### src/rtl/core/odc_pkg.sv
// Package for the obstacle danger classifier.
// Holds the danger level codes, register indexes, the register file type and
// the classifier result struct. It depends on nothing.
`default_nettype none

package odc_pkg;

  typedef enum logic [2:0] {
    LVL_SAFE      = 3'd0,
    LVL_CAUTION   = 3'd1,
    LVL_AVOID     = 3'd2,
    LVL_EMERGENCY = 3'd3,
    LVL_BLOCKED   = 3'd4,
    LVL_UNKNOWN   = 3'd5
  } level_t;

  localparam int unsigned CFG_IDX_W  = 4;
  localparam int unsigned CFG_DATA_W = 16;

  localparam logic [CFG_IDX_W-1:0] REG_CAUTION_DIST = 4'd0;
  localparam logic [CFG_IDX_W-1:0] REG_AVOID_DIST   = 4'd1;
  localparam logic [CFG_IDX_W-1:0] REG_EMERG_DIST   = 4'd2;
  localparam logic [CFG_IDX_W-1:0] REG_HYST_MARGIN  = 4'd3;
  localparam logic [CFG_IDX_W-1:0] REG_SPEED_LIMIT  = 4'd4;
  localparam logic [CFG_IDX_W-1:0] REG_CONF_FLOOR   = 4'd5;
  localparam logic [CFG_IDX_W-1:0] REG_TOUT_TOL     = 4'd6;
  localparam logic [CFG_IDX_W-1:0] REG_FEATURES     = 4'd7;

  localparam int unsigned FEAT_VEL_OVR = 0;
  localparam int unsigned FEAT_CONF    = 1;
  localparam int unsigned FEAT_STABLE  = 2;
  localparam int unsigned FEAT_MEMORY  = 3;

  localparam logic [15:0] CNT_MAX = 16'hFFFF;

  typedef struct packed {
    logic [15:0]        caution_distance;
    logic [15:0]        avoid_distance;
    logic [15:0]        emergency_distance;
    logic [15:0]        hysteresis_margin;
    logic signed [15:0] closing_speed_limit;
    logic [7:0]         confidence_floor;
    logic [7:0]         timeout_tolerance;
    logic [3:0]         feature_enables;
  } cfg_t;

  typedef struct packed {
    level_t level;
    logic   valid;
    logic   healthy;
  } cls_t;

endpackage

`default_nettype wire

### src/rtl/core/odc_classify.sv
// Combinational health check, obstacle gating, distance classification and
// hysteresis against the previous level. Depends on odc_pkg.
`default_nettype none

module odc_classify (
  input  odc_pkg::cfg_t      cfg,
  input  odc_pkg::level_t    prev_level,
  input  logic [15:0]        distance,
  input  logic signed [15:0] velocity,
  input  logic [7:0]         confidence,
  input  logic               stable,
  input  logic [7:0]         timeout_run,
  output odc_pkg::cls_t      cls
);
  import odc_pkg::*;

  logic        healthy;
  logic        valid;
  level_t      raw_level;
  level_t      hyst_level;
  logic [16:0] emerg_lim;
  logic [16:0] avoid_lim;
  logic [16:0] caution_lim;
  logic [16:0] dist_x;
  logic        take_new;

  assign healthy = timeout_run < cfg.timeout_tolerance;
  assign valid   = healthy && (distance <= cfg.caution_distance)
                 && !(cfg.feature_enables[FEAT_CONF] && (confidence < cfg.confidence_floor))
                 && !(cfg.feature_enables[FEAT_STABLE] && !stable);

  always_comb begin
    if (cfg.feature_enables[FEAT_VEL_OVR] && (velocity < cfg.closing_speed_limit)) begin
      raw_level = LVL_EMERGENCY;
    end else if (distance <= cfg.emergency_distance) begin
      raw_level = LVL_EMERGENCY;
    end else if (distance <= cfg.avoid_distance) begin
      raw_level = LVL_AVOID;
    end else if (distance <= cfg.caution_distance) begin
      raw_level = LVL_CAUTION;
    end else begin
      raw_level = LVL_SAFE;
    end
  end

  assign dist_x      = {1'b0, distance};
  assign emerg_lim   = {1'b0, cfg.emergency_distance} + {1'b0, cfg.hysteresis_margin};
  assign avoid_lim   = {1'b0, cfg.avoid_distance} + {1'b0, cfg.hysteresis_margin};
  assign caution_lim = {1'b0, cfg.caution_distance} + {1'b0, cfg.hysteresis_margin};

  // Unknown is checked explicitly, so any new level replaces it.
  assign take_new = (prev_level == LVL_UNKNOWN) || (raw_level > prev_level);

  always_comb begin
    hyst_level = raw_level;
    if (!take_new) begin
      if ((prev_level == LVL_EMERGENCY) && (dist_x <= emerg_lim)) begin
        hyst_level = LVL_EMERGENCY;
      end else if ((prev_level == LVL_AVOID) && (dist_x <= avoid_lim)) begin
        hyst_level = LVL_AVOID;
      end else if ((prev_level == LVL_CAUTION) && (dist_x <= caution_lim)) begin
        hyst_level = LVL_CAUTION;
      end
    end
  end

  always_comb begin
    cls.healthy = healthy;
    cls.valid   = valid;
    if (!healthy) begin
      cls.level = LVL_UNKNOWN;
    end else if (valid) begin
      cls.level = hyst_level;
    end else begin
      cls.level = LVL_SAFE;
    end
  end

endmodule

`default_nettype wire

### src/rtl/core/odc_track.sv
// Track state (detect and lost counters, last sighting, previous level) and
// the result register. Updates once per request. Depends on odc_pkg.
`default_nettype none

module odc_track #(
  parameter int unsigned BLOCKED_FRAMES   = 20,
  parameter int unsigned MIN_DETECT_FRAMES = 3,
  parameter int unsigned MAX_LOST_FRAMES  = 5,
  parameter int unsigned MEMORY_WINDOW_MS = 1000
) (
  input  logic            clk,
  input  logic            rst_n,
  input  logic            adv,
  input  logic            out_stall,
  input  logic            mem_en,
  input  odc_pkg::cls_t   cls,
  input  logic [31:0]     time_ms,
  output odc_pkg::level_t prev_level,
  output logic            out_valid,
  output logic [2:0]      out_danger,
  output logic            out_detected,
  output logic            out_healthy,
  output logic            out_emergency_flag,
  output logic            out_remembered,
  output logic            out_confirmed,
  output logic            out_active
);
  import odc_pkg::*;

  localparam logic [15:0] BLK_C  = 16'(BLOCKED_FRAMES);
  localparam logic [15:0] MIN_C  = 16'(MIN_DETECT_FRAMES);
  localparam logic [15:0] LOST_C = 16'(MAX_LOST_FRAMES);
  localparam logic [31:0] WIN_C  = 32'(MEMORY_WINDOW_MS);

  level_t      prev_r, prev_nxt;
  logic [15:0] det_r, det_nxt;
  logic [15:0] lost_r, lost_nxt;
  logic [31:0] seen_r, seen_nxt;
  logic        act_r, act_nxt;
  logic        stb_r, stb_nxt;
  logic        vld_r, vld_nxt;
  logic [15:0] det_inc;
  logic [15:0] lost_inc;
  logic [31:0] age;
  logic        emerg;
  level_t      final_level;

  logic [2:0]  danger_r;
  logic        det_flag_r, healthy_r, emerg_r, rem_r, conf_r, active_r;

  assign det_inc  = (det_r != CNT_MAX) ? det_r + 16'd1 : det_r;
  assign lost_inc = (lost_r != CNT_MAX) ? lost_r + 16'd1 : lost_r;

  always_comb begin
    prev_nxt = prev_r;
    det_nxt  = det_r;
    lost_nxt = lost_r;
    seen_nxt = seen_r;
    act_nxt  = act_r;
    stb_nxt  = stb_r;
    if (cls.valid) begin
      det_nxt  = det_inc;
      lost_nxt = 16'd0;
      seen_nxt = time_ms;
      act_nxt  = 1'b1;
      stb_nxt  = det_inc >= MIN_C;
    end else begin
      lost_nxt = lost_inc;
      if (lost_inc > LOST_C) begin
        act_nxt = 1'b0;
        stb_nxt = 1'b0;
        det_nxt = 16'd0;
      end
    end
    emerg       = cls.level == LVL_EMERGENCY;
    final_level = (emerg && (det_nxt >= BLK_C)) ? LVL_BLOCKED : cls.level;
    prev_nxt    = final_level;
    age         = time_ms - seen_nxt;
  end

  assign vld_nxt = adv || (vld_r && out_stall);

  always_ff @(posedge clk) begin
    if (!rst_n) begin
      prev_r <= LVL_SAFE;
      det_r  <= 16'd0;
      lost_r <= 16'd0;
      seen_r <= 32'd0;
      act_r  <= 1'b0;
      stb_r  <= 1'b0;
      vld_r  <= 1'b0;
    end else begin
      vld_r <= vld_nxt;
      if (adv) begin
        prev_r <= prev_nxt;
        det_r  <= det_nxt;
        lost_r <= lost_nxt;
        seen_r <= seen_nxt;
        act_r  <= act_nxt;
        stb_r  <= stb_nxt;
      end
    end
  end

  always_ff @(posedge clk) begin
    if (adv) begin
      danger_r   <= final_level;
      det_flag_r <= cls.valid;
      healthy_r  <= cls.healthy;
      emerg_r    <= emerg;
      rem_r      <= mem_en && (age <= WIN_C);
      conf_r     <= stb_nxt;
      active_r   <= act_nxt;
    end
  end

  assign prev_level         = prev_r;
  assign out_valid          = vld_r;
  assign out_danger         = danger_r;
  assign out_detected       = det_flag_r;
  assign out_healthy        = healthy_r;
  assign out_emergency_flag = emerg_r;
  assign out_remembered     = rem_r;
  assign out_confirmed      = conf_r;
  assign out_active         = active_r;

endmodule

`default_nettype wire

### src/rtl/core/obstacle_danger_classifier.sv
// Obstacle danger classifier, top level.
// Every request carries one filtered range sample: distance, closing
// velocity, confidence, stable flag, timeout run and a millisecond timestamp.
// Each request yields exactly one result: the danger level, the detected,
// healthy and emergency flags, the memory flag, and the track state.
// Both channels use valid and stall; a request moves when valid is high and
// stall is low. Configuration writes use cfg_wr_en, cfg_index and cfg_wdata
// and must be made only while no request is in flight, which the block does
// not enforce; indexes above 7 are ignored.
// A request is held in an input register, then classified and folded into
// the track state combinationally on its way into the result register, so
// it passes through the input register and then the result register, and
// one request is taken every cycle while the receiver does not stall. The
// loop through the previous level and the counters closes in that step.
// When the receiver stalls, the result register holds; the input register
// still takes one more request, and in_stall rises only when both are full.
// Synchronous reset loads the register defaults, sets the previous level to
// safe, clears the counters and track flags and empties both registers.
// Depends on odc_pkg, odc_classify and odc_track.
`default_nettype none

module obstacle_danger_classifier #(
  parameter int unsigned BLOCKED_FRAMES    = 20,
  parameter int unsigned MIN_DETECT_FRAMES = 3,
  parameter int unsigned MAX_LOST_FRAMES   = 5,
  parameter int unsigned MEMORY_WINDOW_MS  = 1000
) (
  input  logic                             clk,
  input  logic                             rst_n,
  input  logic                             cfg_wr_en,
  input  logic [odc_pkg::CFG_IDX_W-1:0]    cfg_index,
  input  logic [odc_pkg::CFG_DATA_W-1:0]   cfg_wdata,
  input  logic                             in_valid,
  output logic                             in_stall,
  input  logic [15:0]                      in_distance,
  input  logic signed [15:0]               in_velocity,
  input  logic [7:0]                       in_confidence,
  input  logic                             in_stable,
  input  logic [7:0]                       in_timeout_run,
  input  logic [31:0]                      in_time_ms,
  output logic                             out_valid,
  input  logic                             out_stall,
  output logic [2:0]                       out_danger,
  output logic                             out_detected,
  output logic                             out_healthy,
  output logic                             out_emergency_flag,
  output logic                             out_remembered,
  output logic                             out_confirmed,
  output logic                             out_active
);
  import odc_pkg::*;

  cfg_t               cfg_r;
  logic               s1_vld_r, s1_vld_nxt;
  logic [15:0]        dist_r;
  logic signed [15:0] vel_r;
  logic [7:0]         conf_r;
  logic               stable_r;
  logic [7:0]         tout_r;
  logic [31:0]        time_r;
  logic               in_acc;
  logic               adv;
  level_t             prev_level;
  cls_t               cls;

  always_ff @(posedge clk) begin
    if (!rst_n) begin
      cfg_r.caution_distance    <= 16'd1600;
      cfg_r.avoid_distance      <= 16'd800;
      cfg_r.emergency_distance  <= 16'd320;
      cfg_r.hysteresis_margin   <= 16'd80;
      cfg_r.closing_speed_limit <= -16'sd800;
      cfg_r.confidence_floor    <= 8'd128;
      cfg_r.timeout_tolerance   <= 8'd3;
      cfg_r.feature_enables     <= 4'hF;
    end else if (cfg_wr_en) begin
      case (cfg_index)
        REG_CAUTION_DIST: cfg_r.caution_distance    <= cfg_wdata;
        REG_AVOID_DIST:   cfg_r.avoid_distance      <= cfg_wdata;
        REG_EMERG_DIST:   cfg_r.emergency_distance  <= cfg_wdata;
        REG_HYST_MARGIN:  cfg_r.hysteresis_margin   <= cfg_wdata;
        REG_SPEED_LIMIT:  cfg_r.closing_speed_limit <= cfg_wdata;
        REG_CONF_FLOOR:   cfg_r.confidence_floor    <= cfg_wdata[7:0];
        REG_TOUT_TOL:     cfg_r.timeout_tolerance   <= cfg_wdata[7:0];
        REG_FEATURES:     cfg_r.feature_enables     <= cfg_wdata[3:0];
        default: begin
        end
      endcase
    end
  end

  assign adv        = s1_vld_r && (!out_valid || !out_stall);
  assign in_stall   = s1_vld_r && !adv;
  assign in_acc     = in_valid && !in_stall;
  assign s1_vld_nxt = in_acc || (s1_vld_r && !adv);

  always_ff @(posedge clk) begin
    if (!rst_n) begin
      s1_vld_r <= 1'b0;
    end else begin
      s1_vld_r <= s1_vld_nxt;
    end
  end

  always_ff @(posedge clk) begin
    if (in_acc) begin
      dist_r   <= in_distance;
      vel_r    <= in_velocity;
      conf_r   <= in_confidence;
      stable_r <= in_stable;
      tout_r   <= in_timeout_run;
      time_r   <= in_time_ms;
    end
  end

  odc_classify u_classify (
    .cfg         (cfg_r),
    .prev_level  (prev_level),
    .distance    (dist_r),
    .velocity    (vel_r),
    .confidence  (conf_r),
    .stable      (stable_r),
    .timeout_run (tout_r),
    .cls         (cls)
  );

  odc_track #(
    .BLOCKED_FRAMES    (BLOCKED_FRAMES),
    .MIN_DETECT_FRAMES (MIN_DETECT_FRAMES),
    .MAX_LOST_FRAMES   (MAX_LOST_FRAMES),
    .MEMORY_WINDOW_MS  (MEMORY_WINDOW_MS)
  ) u_track (
    .clk                (clk),
    .rst_n              (rst_n),
    .adv                (adv),
    .out_stall          (out_stall),
    .mem_en             (cfg_r.feature_enables[FEAT_MEMORY]),
    .cls                (cls),
    .time_ms            (time_r),
    .prev_level         (prev_level),
    .out_valid          (out_valid),
    .out_danger         (out_danger),
    .out_detected       (out_detected),
    .out_healthy        (out_healthy),
    .out_emergency_flag (out_emergency_flag),
    .out_remembered     (out_remembered),
    .out_confirmed      (out_confirmed),
    .out_active         (out_active)
  );

endmodule

`default_nettype wire

### config.mk
export PLATFORM = sky130hd
export DESIGN_NAME = obstacle_danger_classifier
export DESIGN_NICKNAME = d
export VERILOG_FILES = /design/src/rtl/core/odc_pkg.sv /design/src/rtl/core/odc_classify.sv /design/src/rtl/core/odc_track.sv /design/src/rtl/core/obstacle_danger_classifier.sv
export SDC_FILE = /design/constraint.sdc
export NUM_CORES = 1
export LEC_CHECK = 0
export ABC_AREA = 1
export ABC_CLOCK_PERIOD_IN_PS = 6900
export BUFFER_PORTS_ARGS = -buffer_cell sky130_fd_sc_hd__buf_2
export CORE_MARGIN = 2
export CORE_UTILIZATION = 65
export CTS_BUF_LIST = sky130_fd_sc_hd__clkbuf_4
export DETAILED_ROUTE_END_ITERATION = 12
export GPL_TIMING_DRIVEN = 0
export PLACE_DENSITY = 0.93
export SETUP_SLACK_MARGIN = 0.4
export SYNTH_ARGS = -nofsm -noshare
export SYNTH_HDL_FRONTEND = slang
export SYNTH_HIERARCHICAL = 1
export SYNTH_SLANG_ARGS = --single-unit
### constraint.sdc
create_clock -name clk -period 6.9 [get_ports clk]
set_input_delay 0.69 -clock clk [delete_from_list [all_inputs] [get_ports clk]]
set_output_delay 0.69 -clock clk [all_outputs]
set_load 0.02 [all_outputs]
==> flow_metrics.py <==
metrics = {
    "run_status": {
        "run_status": "finished, final reports clean",
    },
    "global_route": {
        "grt_pass1_wl_um": 77610,
        "globalRouteOverflowTotal": 0,
        "grt.total_usage_pct": 32.95,
        "number_of_global_route_vias_before_repair": 16590,
        "grt_start_max_net_pins": 60,
        "antenna_found_initial": 1,
    },
    "route": {
        "vias": 17360,
        "routed_wirelength_um": 47840,
        "drt-wirelength-per-cell_um": 15.36,
        "drt.antenna.violating_nets": 0,
        "drc_errors": 0,
        "dr.pass1.iters": 6,
        "first_iter_violations": 1515,
        "via_per_inst": 5.576,
    },
    "clock_tree": {
        "clk_transition_reported_paths_ps": 70,
        "tritoncts_buffers": 70,
        "clock_sink_count": 261,
        "clk_root_buffer_cell": "clkbuf_4",
        "post_cts_resize_count": 0,
        "post-cts-setup-buffer-count": 0,
        "clock_insertion_delay_worst_skew_ps": 720,
        "cts_hold_repair.buffers": 0,
        "htreeDepth": 3,
        "tritoncts_clock_tree": "built",
        "clock_path_buffers": 3,
    },
    "floorplanning": {
        "core_area_sq_um": 27710,
        "floorplan.initialDensity_pct": 65.77,
        "dieArea_sq_um": 29390,
        "io-pin-count": 117,
        "die_y_um": 171.4,
        "num_rows": 61,
        "die_width_um": 171.4,
    },
    "finish": {
        "leading_cell_type_in_the_layout_fill_and_taps_excluded": "nand2_1",
        "p_r_area_growth_vs_syn_pct": 11.25,
        "final-instance-count-excl-fill": 3114,
        "number_of_nets_in_the_finished_design": 2998,
        "most-common-layout-cells": "nand2_1, inv_1, nor2_1, ha_1, dfxtp_1",
        "fin_area_sq_um": 20270,
        "drive_above_1_share_pct": 13.05,
    },
    "timing": {
        "final_clock_period_utilization_by_the_worst_path_pct": 89.03,
        "finalClockSkew_ps": 58.58,
        "tightest_slew_ps": 777.1,
        "final-setup-viol-count": 0,
        "slew_headroom_pct": 48.19,
        "final.hold.worst_slack_ps": 141.8,
        "highest_attainable_clock_frequency_mhz": 162.8,
        "period_needed_ps": 6143,
        "report.final.hold_viol_count": 0,
        "rsz_0062_raised_after_global_routing": "false",
        "final_max_slew_viol_count": 0,
        "summed_negative_setup_slack_over_all_endpoints_ps": 0,
    },
    "yosys": {
        "synth_compound_area_share_pct": 11.76,
        "avgSynthCellArea_sq_um": 7.315,
        "ys_seq_area_share_pct": 33.62,
        "postSynthCellCount": 2491,
        "synth_async_sr_flop_share_pct": 0,
        "synth.area.top_cells": "dfxtp_1, edfxtp_1, ha_1",
        "synthesis.yosys.warnings": 6,
        "ys_seq_elements": 261,
        "syn_nets": 2808,
        "synth_top_family_by_area": "simple AND/OR/NAND/NOR gates",
        "post_synth_xor_area_fraction_pct": 3.365,
        "synth_mux_area_share_pct": 0,
        "synth_simple_gate_area_share_pct": 27.56,
        "syn_area_sq_um": 18220,
        "dominantRegCellSynth": "dfxtp_1",
        "yosys.area.top_type_share_pct": 18.79,
        "synth_enable_flop_cells": 90,
        "synthDistinctLibCells": 54,
        "synthDominantAreaCellType": "dfxtp_1",
        "post_synth_fa_ha_maj_area_fraction_pct": 14.61,
    },
    "worst_hold_path": {
        "holdCritStartpoint": "in_time_ms[21]",
        "min-delay-path-class": "input pin to flip-flop",
        "hold_path_depth": 1,
    },
    "power_and_ir_drop": {
        "cellInternalPower_uw": 2646,
        "power_frac_comb_pct": 15.7,
        "power.density_cell_area_nw_per_um2": 184.3,
        "power.clock.fraction_pct": 38.9,
        "p_sw_share_pct": 29.17,
        "power.static_leakage_uw": 0.009793,
        "vdd_drop_max_mv": 0.1952,
        "p_seq_share_pct": 45.4,
        "switching_power_uw": 1090,
        "power_uw": 3736,
    },
    "worst_setup_path": {
        "timing.critical_path.slowest_cell_delay_ps": 530,
        "ff_to_ff_start": "dist_r[15]",
        "cp_max_fo": 10,
        "ff2ff_path_depth": 30,
        "worst_path_most_repeated_cell": "nand2_1",
        "crit_start": "dist_r[15]",
        "required_time_at_the_worst_slack_endpoint_ps": 7430,
        "worst-endpoint-arrival_ps": 6670,
        "critical_path_capture_point_type": "flip-flop",
        "start_kind": "flip-flop",
        "worst_path_max_delay_cell": "edfxtp_1",
        "critPathKind": "flip-flop to flip-flop",
    },
    "job": {
        "cap_violations": 0,
    },
    "placement": {
        "post_place_cell_area_sq_um": 19310,
        "place.gp.congestion": 0.9697,
        "detailedPlacementHpwl_um": 37090,
        "io_buffer_count": 116,
        "placed_cells_incl_taps": 2987,
    },
}
path summary, 6_finish.rpt:
kind	endpoint	slack, ps
min	time_r[21]	140
max reg2reg	u_track/out_remembered	760
max	u_track/out_remembered	760
min reg2reg	cfg_r[26]	460
critical path: cells and delay by family, from the launching register on:
family          cells  cell delay [ps]
compound gates      4              900
fa+ha+maj           2              740
buf+inv             7             1510
flops               1              530
simple gates       17             2280
stage by stage:
stage	setup slack [ps]	utilization, %
after floorplan	2220	-
after global placement	604.8	69.57
after detailed placement	520.1	69.71
after CTS	423.1	73.13
after global routing	401.0	73.17
final	756.8	73.17
final cells by class:
type / instances / area [sq um]
Multi-Input combinational cell: 1817 / 10440
Fill cell: 2179 / 7435
Sequential cell: 261 / 6126
Inverter: 352 / 1325
Clock buffer: 105 / 788.3
Timing Repair Buffer: 118 / 615.6
Tap cell: 378 / 473.0
Buffer: 61 / 340.3
Clock inverter: 21 / 161.4
Antenna cell: 1 / 2.502
layer usage:
metal,wire (um),global-route usage [%],up-vias
li1,-,-,8578
met1,20540,42.75,7915
met2,22000,54.02,727
met3,3540,4.993,144
met4,1760,15.55,0
met5,0,0,-
registers in the layout (all words and copies together) (netlist names):
name,count
u_track/seen_r,32
u_track/out_danger,3
u_track/act_r,1
time_r,32
u_track/out_emergency_flag,1
u_track/lost_r,16
u_track/out_confirmed,1
vel_r,16
u_track/stb_r,1
u_track/out_healthy,1
tout_r,8
s1_vld_r,1
cfg_r,100
dist_r,16
u_track/prev_level,3
u_track/out_valid,1
u_track/det_r,16
stable_r,1
u_track/out_active,1
u_track/out_detected,1
conf_r,8
u_track/out_remembered,1
power groups by stage:
stage / sequential (uW) / clock [uW] / combinational, uW
3_5_place_dp: 1730 / 0 / 570
4_1_cts: 1700 / 1480 / 574
3_3_place_gp: 1730 / 0 / 546
2_1_floorplan: 1710 / 0 / 404
5_1_grt: 1700 / 1560 / 659
6_report: 1700 / 1450 / 585
Yosys cell counts, types with 3 or more instances:
cell	instances
o21ai_1	8
a21o_1	12
dfxtp_1	171
buf_1	11
nor2_2	15
buf_4	7
a21oi_1	165
o22ai_1	32
a211oi_1	3
o21ai_2	5
nand3b_1	9
nor4_1	8
nor2_4	12
o21bai_1	7
a21oi_2	7
o21a_1	36
nor3_1	21
xor2_1	46
nand4_1	32
nand2_2	13
buf_6	9
or2_2	4
a31oi_1	9
nand2_1	622
nand3_2	15
o211ai_1	3
ha_1	208
inv_2	11
clkbuf_1	25
buf_2	9
xnor2_1	24
nor2_1	288
nand3_1	122
edfxtp_1	90
fa_1	3
inv_1	340
o21ai_0	68
cell families (layout without fill, tap and decap cells):
group	after synthesis	count (layout)
buffers and inverters	413	657
AND/OR/NAND/NOR	1168	1168
AO/OA/AOI/OAI	368	368
flip-flops	261	261
other	0	1
adder cells (fa/ha/maj)	211	211
XOR/XNOR	70	70
No activity file was read; power rests on OpenSTA's default activity.
